File: config.mk
export PLATFORM = sky130hd
export DESIGN_NAME = sha256_fixed_32_byte_message_flat
export DESIGN_NICKNAME = d
export VERILOG_FILES = /design/src/sv/s256f_pkg.sv /design/src/sv/s256f_if.sv /design/src/sv/s256f_sched.sv /design/src/sv/s256f_round.sv /design/src/sv/sha256_fixed_32_byte_message.sv /design/src/flat_wrapper.sv
export SDC_FILE = /design/constraint.sdc
export NUM_CORES = 2
export LEC_CHECK = 0
export BUFFER_PORTS_ARGS = -buffer_cell sky130_fd_sc_hd__buf_2
export CORE_ASPECT_RATIO = 1.5
export CORE_UTILIZATION = 40
export DETAILED_ROUTE_END_ITERATION = 16
export PLACE_DENSITY_LB_ADDON = 0.2
export SLEW_MARGIN = 40
export SYNTH_ARGS = -nofsm -noshare
export SYNTH_HDL_FRONTEND = slang
export SYNTH_HIERARCHICAL = 1
export SYNTH_SLANG_ARGS = --single-unit
File: constraint.sdc
create_clock -name i_clk -period 17.15 [get_ports i_clk]
set_input_delay 2.5725 -clock i_clk [delete_from_list [all_inputs] [get_ports i_clk]]
set_output_delay 2.5725 -clock i_clk [all_outputs]
set_load 0.05 [all_outputs]
File: src/sv/s256f_pkg.sv
package s256f_pkg;

    typedef logic [31:0] t_word;
    typedef t_word t_hash [8];
    typedef t_word t_blk [16];
    typedef logic [5:0] t_rnd;

    // Control from the sequencer to the schedule and round units.
    typedef struct packed {
        logic load;
        logic step;
    } t_ctl;

    localparam t_rnd LAST_RND = 6'd63;

    // Fixed padding of a 256-bit message inside one 512-bit block.
    localparam t_word PAD_WORD = 32'h8000_0000;
    localparam t_word ZERO_WORD = 32'h0000_0000;
    localparam t_word LEN_WORD = 32'd256;

    localparam t_hash INIT_HASH = '{
        32'h6a09e667, 32'hbb67ae85, 32'h3c6ef372, 32'ha54ff53a,
        32'h510e527f, 32'h9b05688c, 32'h1f83d9ab, 32'h5be0cd19
    };

    localparam t_word ROUND_K [64] = '{
        32'h428a2f98, 32'h71374491, 32'hb5c0fbcf, 32'he9b5dba5,
        32'h3956c25b, 32'h59f111f1, 32'h923f82a4, 32'hab1c5ed5,
        32'hd807aa98, 32'h12835b01, 32'h243185be, 32'h550c7dc3,
        32'h72be5d74, 32'h80deb1fe, 32'h9bdc06a7, 32'hc19bf174,
        32'he49b69c1, 32'hefbe4786, 32'h0fc19dc6, 32'h240ca1cc,
        32'h2de92c6f, 32'h4a7484aa, 32'h5cb0a9dc, 32'h76f988da,
        32'h983e5152, 32'ha831c66d, 32'hb00327c8, 32'hbf597fc7,
        32'hc6e00bf3, 32'hd5a79147, 32'h06ca6351, 32'h14292967,
        32'h27b70a85, 32'h2e1b2138, 32'h4d2c6dfc, 32'h53380d13,
        32'h650a7354, 32'h766a0abb, 32'h81c2c92e, 32'h92722c85,
        32'ha2bfe8a1, 32'ha81a664b, 32'hc24b8b70, 32'hc76c51a3,
        32'hd192e819, 32'hd6990624, 32'hf40e3585, 32'h106aa070,
        32'h19a4c116, 32'h1e376c08, 32'h2748774c, 32'h34b0bcb5,
        32'h391c0cb3, 32'h4ed8aa4a, 32'h5b9cca4f, 32'h682e6ff3,
        32'h748f82ee, 32'h78a5636f, 32'h84c87814, 32'h8cc70208,
        32'h90befffa, 32'ha4506ceb, 32'hbef9a3f7, 32'hc67178f2
    };

    function automatic t_word ror(input t_word v, input int unsigned amt);
        ror = (v >> amt) | (v << (32 - amt));
    endfunction

    function automatic t_word small_sig0(input t_word x);
        small_sig0 = ror(x, 7) ^ ror(x, 18) ^ (x >> 3);
    endfunction

    function automatic t_word small_sig1(input t_word x);
        small_sig1 = ror(x, 17) ^ ror(x, 19) ^ (x >> 10);
    endfunction

    function automatic t_word big_sig0(input t_word x);
        big_sig0 = ror(x, 2) ^ ror(x, 13) ^ ror(x, 22);
    endfunction

    function automatic t_word big_sig1(input t_word x);
        big_sig1 = ror(x, 6) ^ ror(x, 11) ^ ror(x, 25);
    endfunction

endpackage

File: src/sv/s256f_if.sv
interface s256f_in_if;
    logic        valid;
    logic        ready;
    logic [63:0] msg_part0;
    logic [63:0] msg_part1;
    logic [63:0] msg_part2;
    logic [63:0] msg_part3;
    logic        batch_end_in;

    modport source (
        output valid, msg_part0, msg_part1, msg_part2, msg_part3, batch_end_in,
        input  ready
    );
    modport sink (
        input  valid, msg_part0, msg_part1, msg_part2, msg_part3, batch_end_in,
        output ready
    );
endinterface

interface s256f_out_if;
    logic        valid;
    logic        ready;
    logic [63:0] digest_part0;
    logic [63:0] digest_part1;
    logic [63:0] digest_part2;
    logic [63:0] digest_part3;
    logic        batch_end_out;

    modport source (
        output valid, digest_part0, digest_part1, digest_part2, digest_part3,
               batch_end_out,
        input  ready
    );
    modport sink (
        input  valid, digest_part0, digest_part1, digest_part2, digest_part3,
               batch_end_out,
        output ready
    );
endinterface

File: src/sv/s256f_sched.sv
module s256f_sched (
    input  logic             i_clk,
    input  s256f_pkg::t_ctl  i_ctl,
    input  s256f_pkg::t_blk  i_blk,
    output s256f_pkg::t_word o_w
);

    // Sliding window of the last sixteen schedule words; entry 0 is the
    // word used by the current round.
    s256f_pkg::t_blk  r_win;
    s256f_pkg::t_word n_new;

    always_comb begin
        n_new = s256f_pkg::small_sig1(r_win[14]) + r_win[9]
              + s256f_pkg::small_sig0(r_win[1]) + r_win[0];
    end

    always_ff @(posedge i_clk) begin
        if (i_ctl.load) begin
            r_win <= i_blk;
        end else if (i_ctl.step) begin
            for (int j = 0; j < 15; j++) begin
                r_win[j] <= r_win[j + 1];
            end
            r_win[15] <= n_new;
        end
    end

    assign o_w = r_win[0];

endmodule

File: src/sv/s256f_round.sv
module s256f_round (
    input  logic             i_clk,
    input  s256f_pkg::t_ctl  i_ctl,
    input  s256f_pkg::t_rnd  i_rnd,
    input  s256f_pkg::t_word i_w,
    output s256f_pkg::t_hash o_digest
);

    // Working variables a..h at indices 0..7.
    s256f_pkg::t_hash r_v;
    s256f_pkg::t_word n_t1;
    s256f_pkg::t_word n_t2;
    s256f_pkg::t_word n_ch;
    s256f_pkg::t_word n_maj;

    always_comb begin
        n_ch  = (r_v[4] & r_v[5]) ^ (~r_v[4] & r_v[6]);
        n_maj = (r_v[0] & r_v[1]) ^ (r_v[0] & r_v[2]) ^ (r_v[1] & r_v[2]);
        n_t1  = r_v[7] + s256f_pkg::big_sig1(r_v[4]) + n_ch
              + s256f_pkg::ROUND_K[i_rnd] + i_w;
        n_t2  = s256f_pkg::big_sig0(r_v[0]) + n_maj;
    end

    always_ff @(posedge i_clk) begin
        if (i_ctl.load) begin
            r_v <= s256f_pkg::INIT_HASH;
        end else if (i_ctl.step) begin
            r_v[7] <= r_v[6];
            r_v[6] <= r_v[5];
            r_v[5] <= r_v[4];
            r_v[4] <= r_v[3] + n_t1;
            r_v[3] <= r_v[2];
            r_v[2] <= r_v[1];
            r_v[1] <= r_v[0];
            r_v[0] <= n_t1 + n_t2;
        end
    end

    always_comb begin
        for (int j = 0; j < 8; j++) begin
            o_digest[j] = r_v[j] + s256f_pkg::INIT_HASH[j];
        end
    end

endmodule

File: src/sv/sha256_fixed_32_byte_message.sv
// SHA-256 digest of one 32-byte message.
// i_msg carries the message as four big-endian 64-bit parts plus a batch end
// mark; o_dig returns the 256-bit digest as four big-endian parts with the
// mark copied unchanged. Both channels move a beat when valid and ready are
// high at a rising edge of i_clk.
// A beat is taken only while the core is idle. It then runs one compression
// round per cycle, the message schedule window advancing in step, and in its
// final state adds the initial hash back and loads the output register. A new
// message is taken only once the previous one has left the final state.
// The message rate is set by the single round unit, which is reused for all rounds.
// The output register holds a finished digest while the receiver stalls; the
// core still takes and hashes the next message, but waits in its final state
// until the held digest has gone.
// i_rst_n is synchronous and active low; it empties the core and the output
// register. No state survives from one message to the next.
module sha256_fixed_32_byte_message (
    input  logic       i_clk,
    input  logic       i_rst_n,
    s256f_in_if.sink   i_msg,
    s256f_out_if.source o_dig
);

    typedef enum logic [2:0] {
        ST_IDLE = 3'b001,
        ST_RUN  = 3'b010,
        ST_FIN  = 3'b100
    } t_state;

    t_state            r_state, n_state;
    s256f_pkg::t_rnd   r_rnd, n_rnd;
    logic              r_batch;
    logic              r_out_vld, n_out_vld;
    logic [63:0]       r_dig0, r_dig1, r_dig2, r_dig3;
    logic              r_out_be;

    s256f_pkg::t_ctl   ctl;
    s256f_pkg::t_blk   blk;
    s256f_pkg::t_word  w;
    s256f_pkg::t_hash  digest;
    logic              in_acc;
    logic              fin_take;

    assign i_msg.ready = (r_state == ST_IDLE);
    assign in_acc      = i_msg.valid && i_msg.ready;
    assign fin_take    = (r_state == ST_FIN) && (!r_out_vld || o_dig.ready);

    assign ctl.load = in_acc;
    assign ctl.step = (r_state == ST_RUN);

    always_comb begin
        blk[0]  = i_msg.msg_part0[63:32];
        blk[1]  = i_msg.msg_part0[31:0];
        blk[2]  = i_msg.msg_part1[63:32];
        blk[3]  = i_msg.msg_part1[31:0];
        blk[4]  = i_msg.msg_part2[63:32];
        blk[5]  = i_msg.msg_part2[31:0];
        blk[6]  = i_msg.msg_part3[63:32];
        blk[7]  = i_msg.msg_part3[31:0];
        blk[8]  = s256f_pkg::PAD_WORD;
        for (int j = 9; j < 15; j++) begin
            blk[j] = s256f_pkg::ZERO_WORD;
        end
        blk[15] = s256f_pkg::LEN_WORD;
    end

    s256f_sched u_sched (
        .i_clk (i_clk),
        .i_ctl (ctl),
        .i_blk (blk),
        .o_w   (w)
    );

    s256f_round u_round (
        .i_clk    (i_clk),
        .i_ctl    (ctl),
        .i_rnd    (r_rnd),
        .i_w      (w),
        .o_digest (digest)
    );

    always_comb begin
        n_state   = r_state;
        n_rnd     = r_rnd;
        n_out_vld = r_out_vld;
        if (r_out_vld && o_dig.ready) begin
            n_out_vld = 1'b0;
        end
        unique case (r_state)
            ST_IDLE: begin
                if (in_acc) begin
                    n_state = ST_RUN;
                    n_rnd   = '0;
                end
            end
            ST_RUN: begin
                n_rnd = r_rnd + 6'd1;
                if (r_rnd == s256f_pkg::LAST_RND) begin
                    n_state = ST_FIN;
                end
            end
            ST_FIN: begin
                if (fin_take) begin
                    n_state   = ST_IDLE;
                    n_out_vld = 1'b1;
                end
            end
            default: begin
                n_state = ST_IDLE;
            end
        endcase
    end

    always_ff @(posedge i_clk) begin
        if (!i_rst_n) begin
            r_state   <= ST_IDLE;
            r_rnd     <= '0;
            r_out_vld <= 1'b0;
        end else begin
            r_state   <= n_state;
            r_rnd     <= n_rnd;
            r_out_vld <= n_out_vld;
        end
    end

    always_ff @(posedge i_clk) begin
        if (in_acc) begin
            r_batch <= i_msg.batch_end_in;
        end
        if (fin_take) begin
            r_dig0   <= {digest[0], digest[1]};
            r_dig1   <= {digest[2], digest[3]};
            r_dig2   <= {digest[4], digest[5]};
            r_dig3   <= {digest[6], digest[7]};
            r_out_be <= r_batch;
        end
    end

    assign o_dig.valid         = r_out_vld;
    assign o_dig.digest_part0  = r_dig0;
    assign o_dig.digest_part1  = r_dig1;
    assign o_dig.digest_part2  = r_dig2;
    assign o_dig.digest_part3  = r_dig3;
    assign o_dig.batch_end_out = r_out_be;

endmodule

File: src/flat_wrapper.sv
// flat-port wrapper written by rule: the top's interface ports become plain ports
module sha256_fixed_32_byte_message_flat 
  (i_clk, i_rst_n, i_msg_valid, i_msg_msg_part0, i_msg_msg_part1, i_msg_msg_part2, i_msg_msg_part3, i_msg_batch_end_in, i_msg_ready, o_dig_valid, o_dig_digest_part0, o_dig_digest_part1, o_dig_digest_part2, o_dig_digest_part3, o_dig_batch_end_out, o_dig_ready);
  s256f_in_if i_msg_i ();
  s256f_out_if o_dig_i ();
  input  logic i_clk;
  input  logic i_rst_n;
  input wire logic [$bits(i_msg_i.valid)-1:0] i_msg_valid;
  input wire logic [$bits(i_msg_i.msg_part0)-1:0] i_msg_msg_part0;
  input wire logic [$bits(i_msg_i.msg_part1)-1:0] i_msg_msg_part1;
  input wire logic [$bits(i_msg_i.msg_part2)-1:0] i_msg_msg_part2;
  input wire logic [$bits(i_msg_i.msg_part3)-1:0] i_msg_msg_part3;
  input wire logic [$bits(i_msg_i.batch_end_in)-1:0] i_msg_batch_end_in;
  output wire logic [$bits(i_msg_i.ready)-1:0] i_msg_ready;
  output wire logic [$bits(o_dig_i.valid)-1:0] o_dig_valid;
  output wire logic [$bits(o_dig_i.digest_part0)-1:0] o_dig_digest_part0;
  output wire logic [$bits(o_dig_i.digest_part1)-1:0] o_dig_digest_part1;
  output wire logic [$bits(o_dig_i.digest_part2)-1:0] o_dig_digest_part2;
  output wire logic [$bits(o_dig_i.digest_part3)-1:0] o_dig_digest_part3;
  output wire logic [$bits(o_dig_i.batch_end_out)-1:0] o_dig_batch_end_out;
  input wire logic [$bits(o_dig_i.ready)-1:0] o_dig_ready;
  assign i_msg_i.valid = i_msg_valid;
  assign i_msg_i.msg_part0 = i_msg_msg_part0;
  assign i_msg_i.msg_part1 = i_msg_msg_part1;
  assign i_msg_i.msg_part2 = i_msg_msg_part2;
  assign i_msg_i.msg_part3 = i_msg_msg_part3;
  assign i_msg_i.batch_end_in = i_msg_batch_end_in;
  assign i_msg_ready = i_msg_i.ready;
  assign o_dig_valid = o_dig_i.valid;
  assign o_dig_digest_part0 = o_dig_i.digest_part0;
  assign o_dig_digest_part1 = o_dig_i.digest_part1;
  assign o_dig_digest_part2 = o_dig_i.digest_part2;
  assign o_dig_digest_part3 = o_dig_i.digest_part3;
  assign o_dig_batch_end_out = o_dig_i.batch_end_out;
  assign o_dig_i.ready = o_dig_ready;
  sha256_fixed_32_byte_message u_core (.i_clk(i_clk), .i_rst_n(i_rst_n), .i_msg(i_msg_i), .o_dig(o_dig_i));
endmodule
==> run_results.csv <==
group,metric,value,unit
outcome,status,"completed",
cts,clk_pin_slew_worst_paths,0.06,ns
cts,cts_tree,"yes",
cts,insertion_delay,0.76,ns
critical_path,arrival,10.03,ns
route,drt-total-wl,196,mm
layout,final_common_cell,"edfxtp_1",
timing,rsz0062_at_grt,"no",
timing,slew_violations,0,
yosys,synth_ff_type,"edfxtp_1",
cts,postCtsHoldBufs,0,
die,dieArea,150000,sq um
place,portBuffers,519,
timing,tightestPinTransition,0.884,ns
yosys,synth_area_per_cell,11.7,sq um
critical_path,slowest_stage,"a2111oi_1",
timing,fin_tns_setup,0,ns
route,vias,40700,
yosys,ys_types,102,
yosys,async_flop_share,0,%
run,drv_cap,0,
yosys,yosysSeqAreaShare,47.9,%
cts,htree_levels,3,
route,drc_errors,0,
critical_path,path_class,"flop to flop",
yosys,synth-edff-count,770,
global_routing,met3_usage,3.21,%
min_path,hold_path.class,"flop to flop",
layout,final_cell_mix,"edfxtp_1, buf_2, mux2_2",
place,placed_cell_area,64700,sq um
route,dr.pass1.iters,5,
die,die_w,317,um
critical_path,crit_required,17.81,ns
global_routing,grt_pass1_vias,40400,
critical_path,max_stage_delay,0.68,ns
layout,final_util,46.5,%
timing,setup_viol,0,
global_routing,grt_util_all_layers,25.7,%
die,rows,172,
global_routing,grt_use_met1,30.3,%
critical_path,critPathLaunch,"u_core/r_rnd[0]$_SDFFE_PN0P_",
timing,max_slew_margin,40.3,%
timing,finClkSkew,0.0686,ns
route,drt_iter0_markers,2887,
global_routing,grt_max_degree,150,
layout,drive_above_1_share,22.8,%
cts,cts.sinks,1036,
timing,finalHoldViolCount,0,
critical_path,crit_fanout,22,
cts,postCtsSetupBuffers,0,
layout,fin_cells,7723,
place,gp_congestion,0.943,
global_routing,grt_pass1_wl,277,mm
route,drt-vias-per-instance,5.27,
place,hpwl,152,mm
place,dp.cells,7516,
timing,max_clock_freq,107,MHz
yosys,syn_area,59400,sq um
cts,cts_buffer_depth,3,
global_routing,grt-ovfl-total,0,
critical_path,r2r_start,"u_core/r_rnd[0]$_SDFFE_PN0P_",
global_routing,antenna_found_initial,33,
route,ant_nets,0,
yosys,syn_inst,5076,
layout,stdcell_area,68300,sq um
cts,cts_buffers,104,
cts,cts_resized,0,
route,wl_per_cell,25.4,um
yosys,ys.warnings.count,6,
cts,cts-root-buf,"clkbuf_16",
timing,period_share,54.6,%
layout,nNetsFinal,6325,
layout,filler_cell_count,13700,
yosys,ys_seq_elements,1036,
die,core_area,147000,sq um
global_routing,met2_usage,45.8,%
die,die_h,474,um
global_routing,top_usage_layer,"met2",
layout,area_delta_synth_final,15.0,%
critical_path,critPathCaptureType,"flop",
min_path,holdCritStartpoint,"u_core/r_batch$_DFFE_PP_",
die,start_util,40.4,%
die,pin_count,520,
timing,fin_crit,9.36,ns
critical_path,worst_setup_path_start_kind,"flop",
## cells by family (layout without fill, tap and decap cells)
kind of cell / after synthesis / count (layout) / share of synthesized area, %
compound gates: 766 / 766 / 8.40
xor+xnor: 576 / 576 / 8.54
fa+ha+maj: 384 / 384 / 10.4
buf+inv: 610 / 1077 / 4.10
flops: 1036 / 1036 / 47.9
mux: 722 / 722 / 13.4
other cells: 2 / 268 / 0.0126
simple gates: 980 / 980 / 7.32
## routing by layer
metal | share of wire [%] | wire length (um) | up-vias
met5 | 0.080 | 156 | -
met4 | 5.2 | 10100 | 26
met3 | 4.5 | 8800 | 335
met2 | 51 | 100000 | 1291
met1 | 39 | 77000 | 20200
li1 | - | - | 18900
## worst paths after layout
path | to | slack [ns] | cells after the start
hold reg to reg | u_core/o_dig.batch_end_out$_DFFE_PP_ | 0.43 | 0
setup / recovery | u_core/u_round/r_v[255]$_SDFFE_PP0P_ | 7.79 | 31
setup reg to reg | u_core/u_round/r_v[255]$_SDFFE_PP0P_ | 7.79 | 31
hold / removal | u_core/o_dig.batch_end_out$_DFFE_PP_ | 0.43 | 0
## worst max-delay path: cells and delay by family (launching register included)
family	cells	cell delay (ns)
AO/OA/AOI/OAI	13	3.56
XOR/XNOR	1	0.18
adder cells (fa/ha/maj)	6	2.53
buffers and inverters	3	0.69
flip-flops	1	0.63
multiplexers	1	0.46
AND/OR/NAND/NOR	7	1.25
## sequential cells by signal (all words and copies together) (netlist names)
name                        flops
u_core/o_dig.digest_part1      64
u_core/o_dig.digest_part3      64
u_core/u_round/r_v            256
u_core/u_sched/r_win          480
u_core/r_rnd                    6
u_core/u_sched/o_w             32
u_core/o_dig.digest_part2      64
u_core/o_dig.valid              1
u_core/o_dig.digest_part0      64
u_core/r_state                  3
u_core/o_dig.batch_end_out      1
u_core/r_batch                  1
## Yosys cell counts, drive strengths merged (22+ instances only)
| cell type | number | share of area, % |
|---|---|---|
| clkbuf | 246 | 1.6 |
| buf | 71 | 0.68 |
| dfxtp | 266 | 9.0 |
| fa | 189 | 6.4 |
| xnor2 | 413 | 6.1 |
| o21a | 31 | 0.39 |
| nor3 | 53 | 0.47 |
| xor2 | 161 | 2.4 |
| ha | 166 | 3.5 |
| maj3 | 29 | 0.49 |
| o211ai | 48 | 0.62 |
| o21ai | 214 | 1.8 |
| edfxtp | 770 | 39 |
| a31oi | 34 | 0.37 |
| nand3 | 62 | 0.52 |
| a211oi | 27 | 0.36 |
| nand2b | 27 | 0.28 |
| mux2 | 493 | 9.3 |
| mux2i | 221 | 3.7 |
| nand2 | 383 | 2.4 |
| nor2 | 312 | 2.0 |
| a21oi | 190 | 1.7 |
| a21o | 63 | 0.80 |
| inv | 290 | 1.8 |
| nor2b | 22 | 0.23 |
## metrics by stage
step	setup slack, ns	hold WS (ns)
after detailed placement	7.37	0.415
after floorplan	3.02	0.400
after global routing	7.37	0.430
after global placement	7.27	0.410
after CTS	7.40	0.431
final	7.79	0.429
## final cells by class
cell class              instances  area, sq um  share of cell area [%]
multi-input cells            3684        29500                    43.2
flip-flops and latches       1036        28500                    41.7
repair buffers                590         3290                    4.82
clock buffers                 121         2690                    3.93
well taps                    1914         2390                    3.51
inverters                     293         1120                    1.64
clock inverters                73          805                    1.18
diodes                         12         30.0                  0.0440
Power is left out: the tool's default activity adds up to more than one toggle a clock period on the data nets, which glitch-free logic cannot reach.
